[config.mk]
export PLATFORM = sky130hd
export DESIGN_NAME = dns_message_parser_top
export DESIGN_NICKNAME = d
export VERILOG_FILES = /design/src/design/dmp_pkg.sv /design/src/design/dmp_parse_core.sv /design/src/design/dns_message_parser_top.sv
export SDC_FILE = /design/constraint.sdc
export NUM_CORES = 1
export LEC_CHECK = 0
export ABC_AREA = 0
export BUFFER_PORTS_ARGS = -buffer_cell sky130_fd_sc_hd__buf_2
export CORE_ASPECT_RATIO = 1.1
export CORE_MARGIN = 8
export CORE_UTILIZATION = 25
export DETAILED_ROUTE_END_ITERATION = 10
export PLACE_DENSITY_LB_ADDON = 0.12
export SYNTH_ARGS = -nofsm -noshare
export SYNTH_HDL_FRONTEND = slang
export SYNTH_SLANG_ARGS = --single-unit
[constraint.sdc]
create_clock -name clk_i -period 5.8 [get_ports clk_i]
set_input_delay 0.29 -clock clk_i [delete_from_list [all_inputs] [get_ports clk_i]]
set_output_delay 0.29 -clock clk_i [all_outputs]
set_load 0.05 [all_outputs]
[src/design/dmp_pkg.sv]
// ----------------------------------------------------------------------------
// dmp_pkg
// Shared types and codes for the DNS message parser: token kinds, error codes
// and the token record passed from the parse core to the output stage.
// ----------------------------------------------------------------------------
`default_nettype none

package dmp_pkg;

  // token kinds
  localparam logic [3:0] KIND_ID        = 4'd0;
  localparam logic [3:0] KIND_FLAGS     = 4'd1;
  localparam logic [3:0] KIND_QDCOUNT   = 4'd2;
  localparam logic [3:0] KIND_ANCOUNT   = 4'd3;
  localparam logic [3:0] KIND_NSCOUNT   = 4'd4;
  localparam logic [3:0] KIND_ARCOUNT   = 4'd5;
  localparam logic [3:0] KIND_LABEL_LEN = 4'd6;
  localparam logic [3:0] KIND_LABEL_BYTE = 4'd7;
  localparam logic [3:0] KIND_NAME_END  = 4'd8;
  localparam logic [3:0] KIND_TYPE      = 4'd9;
  localparam logic [3:0] KIND_CLASS     = 4'd10;
  localparam logic [3:0] KIND_TTL       = 4'd11;
  localparam logic [3:0] KIND_DATA_LEN  = 4'd12;
  localparam logic [3:0] KIND_DATA_BYTE = 4'd13;
  localparam logic [3:0] KIND_END       = 4'd14;

  // error codes
  localparam logic [1:0] ERR_NONE      = 2'd0;
  localparam logic [1:0] ERR_TRUNCATED = 2'd1;
  localparam logic [1:0] ERR_TRAILING  = 2'd2;

  // packed token width: kind, value, section, record index, error
  localparam int unsigned TOKEN_W = 4 + 32 + 2 + 16 + 2;

  typedef struct packed {
    logic [1:0]  error_code;
    logic [15:0] record_index;
    logic [1:0]  section;
    logic [31:0] field_value;
    logic [3:0]  field_kind;
  } dmp_token_t;

endpackage

`default_nettype wire

[src/design/dmp_parse_core.sv]
// ----------------------------------------------------------------------------
// dmp_parse_core
// Parse state of the DNS message parser. Each accepted byte updates the state
// in one step and produces at most one token on the same cycle.
// ----------------------------------------------------------------------------
`default_nettype none

module dmp_parse_core (
  input  wire logic               clk_i,
  input  wire logic               rst_ni,
  input  wire logic               accept_i,
  input  wire logic [7:0]         data_i,
  input  wire logic               last_i,
  output dmp_pkg::dmp_token_t     tok_o,
  output logic                    tok_vld_o
);
  import dmp_pkg::*;

  typedef enum logic [3:0] {
    PH_ID      = 4'd0,
    PH_FLAGS   = 4'd1,
    PH_QDCOUNT = 4'd2,
    PH_ANCOUNT = 4'd3,
    PH_NSCOUNT = 4'd4,
    PH_ARCOUNT = 4'd5,
    PH_NAMELEN = 4'd6,
    PH_LABEL   = 4'd7,
    PH_TYPE    = 4'd8,
    PH_CLASS   = 4'd9,
    PH_TTL     = 4'd10,
    PH_RDLEN   = 4'd11,
    PH_RDATA   = 4'd12,
    PH_DONE    = 4'd13
  } phase_e;

  // first section at or after 'from' with records, 4 when none
  function automatic logic [2:0] first_sec(input logic [3:0] nz, input logic [2:0] from);
    logic [2:0] r;
    r = 3'd4;
    for (int s = 3; s >= 0; s--) begin
      if (nz[s] && (3'(s) >= from)) r = 3'(s);
    end
    return r;
  endfunction

  phase_e      ph_q, ph_d;
  logic [1:0]  bif_q, bif_d;
  logic [31:0] acc_q, acc_d;
  logic [15:0] cnt_q [4];
  logic [15:0] cnt_d [4];
  logic [1:0]  sec_q, sec_d;
  logic [15:0] left_q, left_d;
  logic [15:0] rec_q, rec_d;
  logic [7:0]  lab_q, lab_d;
  logic [15:0] dat_q, dat_d;
  logic        trail_q, trail_d;

  logic [31:0] acc_shift;
  logic [3:0]  nz_q, nz_hdr;
  logic [2:0]  ent_sel, fin_sel;
  logic [15:0] left_dec, rec_inc;
  logic [7:0]  lab_dec;
  logic [15:0] dat_dec;

  // finish-record outcome
  phase_e      fin_ph;
  logic [1:0]  fin_sec;
  logic [15:0] fin_left, fin_rec;

  logic        have, trailing;
  dmp_token_t  tok;

  assign acc_shift = {acc_q[23:0], data_i};
  assign nz_q      = {cnt_q[3] != '0, cnt_q[2] != '0, cnt_q[1] != '0, cnt_q[0] != '0};
  assign nz_hdr    = {acc_shift[15:0] != '0, nz_q[2:0]};
  assign ent_sel   = first_sec(nz_hdr, 3'd0);
  assign fin_sel   = first_sec(nz_q, {1'b0, sec_q} + 3'd1);
  assign left_dec  = left_q - 16'd1;
  assign rec_inc   = rec_q + 16'd1;
  assign lab_dec   = lab_q - 8'd1;
  assign dat_dec   = dat_q - 16'd1;

  // end of a record: next record, next non-empty section or done
  always_comb begin
    fin_ph   = PH_NAMELEN;
    fin_sec  = sec_q;
    fin_left = left_dec;
    fin_rec  = rec_inc;
    if (left_dec == '0) begin
      if (!fin_sel[2]) begin
        fin_sec  = fin_sel[1:0];
        fin_left = cnt_q[fin_sel[1:0]];
        fin_rec  = '0;
      end else begin
        fin_ph = PH_DONE;
      end
    end
  end

  // per-byte parse step
  always_comb begin
    ph_d    = ph_q;
    bif_d   = bif_q;
    acc_d   = acc_q;
    cnt_d   = cnt_q;
    sec_d   = sec_q;
    left_d  = left_q;
    rec_d   = rec_q;
    lab_d   = lab_q;
    dat_d   = dat_q;
    trail_d = trail_q;
    have    = 1'b0;
    trailing = 1'b0;
    tok     = '0;

    case (ph_q)
      PH_ID, PH_FLAGS, PH_QDCOUNT, PH_ANCOUNT, PH_NSCOUNT, PH_ARCOUNT: begin
        if (bif_q != 2'd0) begin
          have = 1'b1;
          tok.field_value = acc_shift;
          acc_d = '0;
          bif_d = '0;
          case (ph_q)
            PH_ID: begin
              tok.field_kind = KIND_ID;
              ph_d = PH_FLAGS;
            end
            PH_FLAGS: begin
              tok.field_kind = KIND_FLAGS;
              ph_d = PH_QDCOUNT;
            end
            PH_QDCOUNT: begin
              tok.field_kind = KIND_QDCOUNT;
              cnt_d[0] = acc_shift[15:0];
              ph_d = PH_ANCOUNT;
            end
            PH_ANCOUNT: begin
              tok.field_kind = KIND_ANCOUNT;
              cnt_d[1] = acc_shift[15:0];
              ph_d = PH_NSCOUNT;
            end
            PH_NSCOUNT: begin
              tok.field_kind = KIND_NSCOUNT;
              cnt_d[2] = acc_shift[15:0];
              ph_d = PH_ARCOUNT;
            end
            default: begin
              tok.field_kind = KIND_ARCOUNT;
              cnt_d[3] = acc_shift[15:0];
              if (!ent_sel[2]) begin
                sec_d  = ent_sel[1:0];
                left_d = (ent_sel[1:0] == 2'd3) ? acc_shift[15:0] : cnt_q[ent_sel[1:0]];
                rec_d  = '0;
                ph_d   = PH_NAMELEN;
              end else begin
                ph_d = PH_DONE;
              end
            end
          endcase
        end else begin
          acc_d = acc_shift;
          bif_d = bif_q + 2'd1;
        end
      end
      PH_NAMELEN: begin
        have = 1'b1;
        tok.section = sec_q;
        tok.record_index = rec_q;
        if (data_i != 8'd0) begin
          tok.field_kind  = KIND_LABEL_LEN;
          tok.field_value = {24'd0, data_i};
          lab_d = data_i;
          ph_d  = PH_LABEL;
        end else begin
          tok.field_kind = KIND_NAME_END;
          ph_d = PH_TYPE;
        end
      end
      PH_LABEL: begin
        have = 1'b1;
        tok.section = sec_q;
        tok.record_index = rec_q;
        tok.field_kind  = KIND_LABEL_BYTE;
        tok.field_value = {24'd0, data_i};
        lab_d = lab_dec;
        if (lab_dec == '0) ph_d = PH_NAMELEN;
      end
      PH_TYPE, PH_CLASS, PH_RDLEN: begin
        tok.section = sec_q;
        tok.record_index = rec_q;
        if (bif_q != 2'd0) begin
          have = 1'b1;
          tok.field_value = acc_shift;
          acc_d = '0;
          bif_d = '0;
          case (ph_q)
            PH_TYPE: begin
              tok.field_kind = KIND_TYPE;
              ph_d = PH_CLASS;
            end
            PH_CLASS: begin
              tok.field_kind = KIND_CLASS;
              if (sec_q == 2'd0) begin
                ph_d   = fin_ph;
                sec_d  = fin_sec;
                left_d = fin_left;
                rec_d  = fin_rec;
              end else begin
                ph_d = PH_TTL;
              end
            end
            default: begin
              tok.field_kind  = KIND_DATA_LEN;
              tok.field_value = {16'd0, acc_shift[15:0]};
              dat_d = acc_shift[15:0];
              if (acc_shift[15:0] == '0) begin
                ph_d   = fin_ph;
                sec_d  = fin_sec;
                left_d = fin_left;
                rec_d  = fin_rec;
              end else begin
                ph_d = PH_RDATA;
              end
            end
          endcase
        end else begin
          acc_d = acc_shift;
          bif_d = bif_q + 2'd1;
        end
      end
      PH_TTL: begin
        tok.section = sec_q;
        tok.record_index = rec_q;
        if (bif_q == 2'd3) begin
          have = 1'b1;
          tok.field_kind  = KIND_TTL;
          tok.field_value = acc_shift;
          acc_d = '0;
          bif_d = '0;
          ph_d  = PH_RDLEN;
        end else begin
          acc_d = acc_shift;
          bif_d = bif_q + 2'd1;
        end
      end
      PH_RDATA: begin
        have = 1'b1;
        tok.section = sec_q;
        tok.record_index = rec_q;
        tok.field_kind  = KIND_DATA_BYTE;
        tok.field_value = {24'd0, data_i};
        dat_d = dat_dec;
        if (dat_dec == '0) begin
          ph_d   = fin_ph;
          sec_d  = fin_sec;
          left_d = fin_left;
          rec_d  = fin_rec;
        end
      end
      default: begin
        // parse complete: byte is discarded
        trailing = 1'b1;
        trail_d  = 1'b1;
      end
    endcase

    // last byte of the datagram: always a result, then back to reset state
    if (last_i) begin
      if (trailing || trail_q) tok.error_code = ERR_TRAILING;
      else if (ph_d != PH_DONE) tok.error_code = ERR_TRUNCATED;
      else tok.error_code = ERR_NONE;
      if (!have) begin
        tok.field_kind   = KIND_END;
        tok.field_value  = '0;
        tok.section      = '0;
        tok.record_index = '0;
      end
      ph_d    = PH_ID;
      bif_d   = '0;
      acc_d   = '0;
      for (int i = 0; i < 4; i++) cnt_d[i] = '0;
      sec_d   = '0;
      left_d  = '0;
      rec_d   = '0;
      lab_d   = '0;
      dat_d   = '0;
      trail_d = 1'b0;
    end
  end

  assign tok_o     = tok;
  assign tok_vld_o = have | last_i;

  // state registers
  always_ff @(posedge clk_i or negedge rst_ni) begin
    if (!rst_ni) begin
      ph_q    <= PH_ID;
      bif_q   <= '0;
      acc_q   <= '0;
      for (int i = 0; i < 4; i++) cnt_q[i] <= '0;
      sec_q   <= '0;
      left_q  <= '0;
      rec_q   <= '0;
      lab_q   <= '0;
      dat_q   <= '0;
      trail_q <= 1'b0;
    end else if (accept_i) begin
      ph_q    <= ph_d;
      bif_q   <= bif_d;
      acc_q   <= acc_d;
      cnt_q   <= cnt_d;
      sec_q   <= sec_d;
      left_q  <= left_d;
      rec_q   <= rec_d;
      lab_q   <= lab_d;
      dat_q   <= dat_d;
      trail_q <= trail_d;
    end
  end

endmodule

`default_nettype wire

[src/design/dns_message_parser_top.sv]
// ----------------------------------------------------------------------------
// dns_message_parser_top
// Byte-stream DNS message parser emitting one token per completed field.
// ----------------------------------------------------------------------------
// Takes one DNS message byte per cycle on the slave stream (tlast marks the
// last byte of the datagram) and emits one token per completed big-endian
// field on the master stream. A byte is parsed in the cycle it is accepted and
// its token appears from the output register on the next cycle, so the block
// sustains one byte per clock; s_axis_tready only drops when the output
// register holds a token the downstream side has not yet taken. Compression
// pointers are not followed, bytes after the last record are dropped and
// flagged on the tlast token, and an early tlast flags a truncated message.
`default_nettype none

module dns_message_parser_top (
  input  wire logic        clk_i,
  input  wire logic        rst_ni,
  // data_byte[7:0]
  input  wire logic [7:0]  s_axis_tdata,
  input  wire logic        s_axis_tlast,
  input  wire logic        s_axis_tvalid,
  output logic             s_axis_tready,
  // field_kind[3:0] field_value[35:4] section[37:36] record_index[53:38]
  // error_code[55:54]
  output logic [55:0]      m_axis_tdata,
  output logic             m_axis_tlast,
  output logic             m_axis_tvalid,
  input  wire logic        m_axis_tready
);
  import dmp_pkg::*;

  logic       accept;
  dmp_token_t tok;
  logic       tok_vld;

  logic       out_vld_q;
  dmp_token_t out_tok_q;
  logic       out_last_q;

  assign s_axis_tready = !out_vld_q || m_axis_tready;
  assign accept        = s_axis_tvalid && s_axis_tready;

  dmp_parse_core u_core (
    .clk_i     (clk_i),
    .rst_ni    (rst_ni),
    .accept_i  (accept),
    .data_i    (s_axis_tdata),
    .last_i    (s_axis_tlast),
    .tok_o     (tok),
    .tok_vld_o (tok_vld)
  );

  // output register
  always_ff @(posedge clk_i or negedge rst_ni) begin
    if (!rst_ni) begin
      out_vld_q <= 1'b0;
    end else if (accept) begin
      out_vld_q <= tok_vld;
    end else if (m_axis_tready) begin
      out_vld_q <= 1'b0;
    end
  end

  // token payload
  always_ff @(posedge clk_i) begin
    if (accept && tok_vld) begin
      out_tok_q  <= tok;
      out_last_q <= s_axis_tlast;
    end
  end

  assign m_axis_tvalid = out_vld_q;
  assign m_axis_tdata  = out_tok_q;
  assign m_axis_tlast  = out_last_q;

endmodule

`default_nettype wire

==> out/metrics.cfg, run 1 <==
[timing]
period_share_pct=70.2
drv_slew=0
clock_skew_ns=0.0213
slew_headroom_pct=21.1
period_needed_ns=4.07
setup_viol=0
rsz0062_at_grt=false
tns_ns=0
hold_violations=0
worstMarginPinSlew_ns=1.17
fmax_mhz=246

[clock_network]
cts.sinks=211
clock_latency_ns=0.55
cts_hold_buf=1
clockBufferDepth=3
htree_num_levels=1
post-cts-setup-buffers=0
cts_tree=yes
ctsRootBufferMaster=clkbuf_16
cts_made_buffers=25
cts.clk_slew.worst_paths_ns=0.06
cts-resized-gates=0

[yosys]
yosys.area_share.xor_xnor_pct=1.06
synth_edf_count=57
synthMuxAreaShare_pct=7.73
synthSimpleGateAreaFrac_pct=19.9
synth_top_family_by_area=simple AND/OR/NAND/NOR gates
syn_area_mm2=0.0115
netlist_instances=1153
syn_nets=1176
ys_seq_area_share_pct=48.5
ys.flop_type=dfrtp_1
synth_fa_ha_area_share_pct=1.09
async_flop_share_pct=73.0
syn-mean-instance-area_um2=9.95
ys_warn_count=0
synth-compound-area-share_pct=18.5
ys_seq_elements=211
synth_cell_types=82

[global_routing]
use_met1_pct=19.9
grt_pass1_vias=9703
antenna_found_initial=0
grt_use_met3_pct=1.93
grt_remaining_overflow=0
busiest_layer=met2
grt_max_degree=64
grt.total_usage_pct=14.9
grt_use_met2_pct=24.3
grt_pass1_wl_mm=61.3

[placed_design]
placed_cell_area_mm2=0.0124
gp_congestion=0.874
port_buffers=71
dp_cells=1761
hpwl_mm=27.5

[routing]
vias=9453
wirelength_mm=39.4
drtPass1Iterations=5
ant_nets=0
routed_via_density=5.23
wl_per_cell_um=21.8
drc=0
drt-initial-drc-count=757

[floorplanning]
fp-row-count=82
die_area_mm2=0.0530
fp.coreArea_mm2=0.0455
initial_core_util_pct=25.2
fp.dieW_um=220
die_h_um=241
io_pins=72

[cells_and_area]
layout_common_cells=154 x dfrtp_1, 104 x nor2_1, 95 x o21ai_0
layout.nets=1224
antennaDiodeCount=0
multi_input_area_mm2=0.00556
regArea_mm2=0.00557
fin_cells=1808
syn2layout_area_growth_pct=15.8
mostFrequentLayoutCell=dfrtp_1
drive_gt1_share_pct=18.0
postLayoutCellArea_mm2=0.0133
fin_util_pct=29.2
fillers=4802

[worst_setup_path]
crit_fanout=29
path_common_cell=nand2_1
crit_chain=nand2_1 -> nor3_2 -> a21oi_1 -> buf_4 -> nor2_1 -> o21ai_1 -> nand2_1 -> mux2_2
setup.worst_path.start_class=flop
cp-end-kind=flop
critical_path_class=reg2reg
path_delay_family=simple AND/OR/NAND/NOR gates
required_ns=6.23
slowest_delay_ns=0.89
r2r_start=u_core.ph_q[3]
ff2ff_path_depth=8
worstPathArrival_ns=4.51
r2r_slack_ns=1.73
slowest_stage=dfrtp_1
r2r-end=u_core.sec_q[1]
cp.buffers_inverters=1

[power_and_ir_drop]
total_power_w=0.00514
p_leak_nw=5.42
ir_worst_vdd_uv=236
power_density_mw_per_mm2=387

[hold_path]
hp-start=m_axis_tready
whs_path_depth=3
hold_end=m_axis_tvalid
hold_path_class=in2reg

[job]
drv_cap=0

[status]
run_status=complete, no violations

[worst register-to-register path: cells and delay by family (launching register included)]
| kind | cells | cell delay (ns) |
|---|---|---|
| AOI/OAI and AO/OA | 2 | 0.73 |
| buffers and inverters | 1 | 0.23 |
| DFF | 1 | 0.89 |
| muxes | 1 | 0.34 |
| and+or+nand+nor | 4 | 1.77 |
[cells in the mapped netlist, types with 6 or more instances]
cell type  number  area share [%]
dfrtp_1       154              34
nor2_1        106             3.5
o21ai_0        96             4.2
a21oi_1        69             3.0
mux2_2         69             6.8
nand2_1        69             2.3
edfxtp_1       57              15
clkbuf_1       46             1.5
and2_1         42             2.3
nor2b_1        42             2.3
nor3_1         30             1.3
nor4_1         30             1.6
a22o_1         26             2.0
nand3_1        21            0.92
inv_1          18            0.59
nand4_1        17            0.93
o31ai_1        16             1.0
nand2b_1       12            0.65
a22oi_1        11            0.72
buf_2          11            0.48
mux2i_1        11            0.96
or3_1          11            0.60
ha_1           10             1.1
o211ai_1       10            0.65
a211oi_1        9            0.59
a31oi_1         9            0.49
or4_1           8            0.52
xnor2_1         8            0.61
and4_1          7            0.53
a2111oi_0       6            0.46
a221oi_1        6            0.46
and3_1          6            0.33
o22ai_1         6            0.33
[flip-flops by register name, summed over array words and instances (netlist names)]
| name | cells |
|---|---|
| m_axis_tvalid | 1 |
| u_core.left_q | 16 |
| m_axis_tdata | 56 |
| u_core.acc_q | 24 |
| m_axis_tlast | 1 |
| u_core.lab_q | 8 |
| u_core.sec_q | 2 |
| u_core.dat_q | 16 |
| u_core.trail_q | 1 |
| u_core.ph_q | 4 |
| u_core.cnt_q | 64 |
| u_core.bif_q | 2 |
| u_core.rec_q | 16 |
[report_power, final]
group	switching [W]	total, W	internal [W]
Clock	0.000686	0.00169	0.00100
Sequential	0.000260	0.00202	0.00176
Combinational	0.000972	0.00144	0.000466
[logic make-up (layout without fill, tap and decap cells)]
family,count (synthesis),count (layout)
AOI/OAI and AO/OA,324,324
muxes,80,80
DFF,211,211
xor gates and xnor gates,13,13
buffers and inverters,85,152
and+or+nand+nor,430,430
adders and majority gates,10,10
[routing by layer]
layer	routed length, um	up-vias
met2	18300	231
met1	18200	4737
met4	1200	0
li1	-	4417
met3	1740	68
met5	0	-
[through the flow]
| step | hold slack (ns) | setup WS (ns) |
|---|---|---|
| 2_1_floorplan | -0.00559 | 1.37 |
| 6_report | 0.137 | 1.73 |
| 5_1_grt | 0.159 | 1.36 |
| 3_5_place_dp | 0.244 | 1.74 |
| 3_3_place_gp | 0.249 | 1.93 |
| 4_1_cts | 0.103 | 1.75 |
[worst max-delay path by stage]
stage,cells past startpoint,end,start,slack [ns]
finish,8,u_core.sec_q[1],u_core.ph_q[3],1.73
floorplan,8,m_axis_tdata[0],u_core.ph_q[3],1.37
detailed placement,7,u_core.left_q[13],u_core.ph_q[3],1.74
global route,7,u_core.left_q[13],u_core.ph_q[3],1.36
global placement,8,u_core.sec_q[1],u_core.ph_q[3],1.93
CTS,7,u_core.left_q[13],u_core.ph_q[3],1.75
[final cells by class]
type | instances | area share, %
multi-input cells | 857 | 41.8
repair buffers | 88 | 3.70
clock buffers | 29 | 4.97
flip-flops and latches | 211 | 41.9
inverters | 18 | 0.509
clock inverters | 17 | 1.56
well taps | 588 | 5.54
Power figures use the tool's default switching activity.
==> inputs of run 2 (changes only) <==
Clock period 5.8 ns to 3.7 ns, I/O delays scaled along.
==> run 2 against run 1 <==
  * Critical path type unchanged
  * Worst setup slack got worse by 1.4 ns
  * Highest routed layer unchanged
  * Flip-flop and latch count did not move
  * Global-route usage rose by 0.18 points
  * Register-to-register slack lost 1.4 ns
  * Clock-buffer cell count rose by 4
  * Power rose by 55%
  * Critical path depth increased by 2
  * Largest cell class unchanged
==> out/metrics.cfg, run 2 (synthesized netlist as in run 1, its figures left out) <==
[routing]
wirelength_mm=40.1  ; was 39.4 mm
drt-initial-drc-count=746  ; was 757
drtPass1Iterations=5  ; unchanged
vias=9707  ; was 9453
drc=0  ; unchanged
routed_via_density=5.19  ; was 5.23
ant_nets=0  ; unchanged
wl_per_cell_um=21.4  ; was 21.8 um

[worst_setup_path]
setup.worst_path.start_class=flop  ; unchanged
r2r-end=m_axis_tdata[54]  ; was u_core.sec_q[1]
ff2ff_path_depth=10  ; was 8
path_delay_family=simple AND/OR/NAND/NOR gates  ; unchanged
cp-endpoint=m_axis_tdata[54]  ; was u_core.sec_q[1]
cp-end-kind=flop  ; unchanged
slowest_stage=or4_1  ; was dfrtp_1
cp.buffers_inverters=1  ; unchanged
required_ns=3.99  ; was 6.23 ns
critical_path_class=reg2reg  ; unchanged
crit_chain=inv_1 -> ha_1 -> or3b_2 -> nor4_1 -> xnor2_1 -> nand4_1 -> or4_1 -> o211ai_1 -> nand2_1 -> o311a_1  ; was nand2_1 -> nor3_2 -> a21oi_1 -> buf_4 -> nor2_1 -> o21ai_1 -> nand2_1 -> mux2_2
crit_start=u_core.left_q[0]  ; was u_core.ph_q[3]
cp.depth=10  ; was 8
worstPathArrival_ns=3.63  ; was 4.51 ns
r2r_start=u_core.left_q[0]  ; was u_core.ph_q[3]
r2r_slack_ns=0.36  ; was 1.73 ns
crit_fanout=7  ; was 29
slowest_delay_ns=0.54  ; was 0.89 ns

[power_and_ir_drop]
swShare_pct=37.6  ; was 37.3%
pwr-share-comb_pct=31.6  ; was 28.0%
ir_worst_vdd_uv=312  ; was 236 uV
pwr-share-seq_pct=38.8  ; was 39.2%
power_density_mw_per_mm2=581  ; was 387 mW/mm^2
clkPwrFrac_pct=29.6  ; was 32.8%
internal_power_w=0.00497  ; was 0.00322 W
p_leak_nw=5.70  ; was 5.42 nW
power_switching_w=0.00300  ; was 0.00192 W

[cells_and_area]
syn2layout_area_growth_pct=19.4  ; was 15.8%
layout_common_cells=154 x dfrtp_1, 105 x nor2_1, 95 x o21ai_0  ; was 154 x dfrtp_1, 104 x nor2_1, 95 x o21ai_0
largest_reg_flops=64  ; unchanged
mostFrequentLayoutCell=dfrtp_1  ; unchanged
largest_register=u_core.cnt_q  ; unchanged
postLayoutCellArea_mm2=0.0137  ; was 0.0133 mm^2
drive_gt1_share_pct=21.6  ; was 18.0%
layout.nets=1288  ; was 1224

[clock_network]
htree_num_levels=1  ; unchanged
clockBufferDepth=3  ; unchanged
cts_made_buffers=25  ; unchanged
cts_tree=yes  ; unchanged
cts.clk_slew.worst_paths_ns=0.07  ; was 0.06 ns
ctsRootBufferMaster=clkbuf_16  ; unchanged
cts.sinks=211  ; unchanged
clock_latency_ns=0.54  ; was 0.55 ns

[timing]
slew_headroom_pct=39.1  ; was 21.1%
drv_slew=0  ; unchanged
clock_skew_ns=0.0110  ; was 0.0213 ns
period_needed_ns=3.34  ; was 4.07 ns
setup_viol=0  ; unchanged
tns_ns=0  ; unchanged
period_share_pct=90.2  ; was 70.2%
hold_violations=0  ; unchanged
worstMarginPinSlew_ns=0.891  ; was 1.17 ns
fmax_mhz=300  ; was 246 MHz
rsz0062_at_grt=false  ; unchanged

[status]
run_status=complete, no violations  ; unchanged

[placed_design]
hpwl_mm=29.0  ; was 27.5 mm
port_buffers=71  ; unchanged
placed_cell_area_mm2=0.0129  ; was 0.0124 mm^2
gp_congestion=0.873  ; was 0.874

[floorplanning]
die_area_mm2=0.0530  ; unchanged
fp.dieW_um=220  ; unchanged
die_h_um=241  ; unchanged
io_pins=72  ; unchanged
fp.coreArea_mm2=0.0455  ; unchanged
fp-row-count=82  ; unchanged
initial_core_util_pct=25.2  ; unchanged

[global_routing]
grt_pass1_wl_mm=61.9  ; was 61.3 mm
grt.total_usage_pct=15.0  ; was 14.9%
grt_pass1_vias=9819  ; was 9703
grt_remaining_overflow=0  ; unchanged
antenna_found_initial=0  ; unchanged
grt_max_degree=76  ; was 64

[job]
drv_cap=0  ; unchanged

[hold_path]
hold_path_class=in2reg  ; unchanged

[run 2: changes by cell type in the layout (fill, tap and decap cells not counted), sizes merged]
cell / change
inv: -1
clkinv: -2
clkinvlp: +1
bufinv: -4
dlygate4sd3: +1
buf: +63
diode: +1
clkbuf: +4
[run 2: layout make-up]
| type | instances | area (um^2) |
|---|---|---|
| clock inverter | 11 | 73.8 |
| multi-input combinational | 857 | 5550 |
| clock buffer | 33 | 697 |
| fill | 4786 | 31700 |
| antenna | 1 | 2.50 |
| inverter | 18 | 67.6 |
| timing repair buffer | 152 | 1010 |
| sequential | 211 | 5570 |
| tap | 588 | 736 |
[run 2: stage by stage]
step	setup WS (ns)	util (%)	power [W]	hold slack (ns)	std cells
finish	0.361	30.1	0.00796	0.100	1871
global route	0.146	30.1	0.00838	0.112	1870
CTS	0.359	30.1	0.00805	0.0695	1870
detailed placement	0.366	28.4	0.00564	0.280	1824
global placement	0.270	28.4	0.00566	0.282	1824
floorplan	0.215	-	0.00469	-0.111	1153
[run 2: power groups by stage]
stage	registers (W)	clock network, W	logic (W)
after global routing	0.00314	0.00253	0.00271
after detailed placement	0.00312	0	0.00251
final	0.00309	0.00236	0.00252
after global placement	0.00312	0	0.00254
after floorplan	0.00332	0	0.00137
after CTS	0.00308	0.00244	0.00253
[run 2: how the worst min path moves through the flow]
stage	startpoint	endpoint	slack, ns	cells past startpoint
2_1_floorplan	rst_ni	m_axis_tvalid	-0.11	0
3_3_place_gp	rst_ni	u_core.dat_q[0]	0.28	1
3_5_place_dp	rst_ni	u_core.dat_q[0]	0.28	1
4_1_cts	s_axis_tdata[7]	u_core.dat_q[7]	0.07	4
5_1_grt	s_axis_tdata[7]	u_core.dat_q[7]	0.11	4
6_report	s_axis_tdata[7]	u_core.dat_q[7]	0.10	4
[run 2: timing repair]
item	CTS	global route
resized for setup	0	0
hold buffers	2	0
endpoints found under the hold margin	74	0
buffers inserted	0	0
setup endpoints to repair	0	0
[run 2: worst register-to-register path, cell delays in order, from the launching register on]
cell and delay (ns):
dfrtp_1 0.44, inv_1 0.13, ha_1 0.16, or3b_2 0.46, nor4_1 0.26, xnor2_1 0.22
nand4_1 0.25, or4_1 0.54, o211ai_1 0.25, nand2_1 0.08, o311a_1 0.29
[run 2: layer usage]
layer | vias up | GRT usage [%] | wire (um)
li1 | 4558 | - | -
met1 | 4874 | 20.5 | 18700
met2 | 215 | 24.7 | 18700
met3 | 60 | 1.80 | 1650
met4 | 0 | 4.54 | 1010
met5 | - | 0 | 0
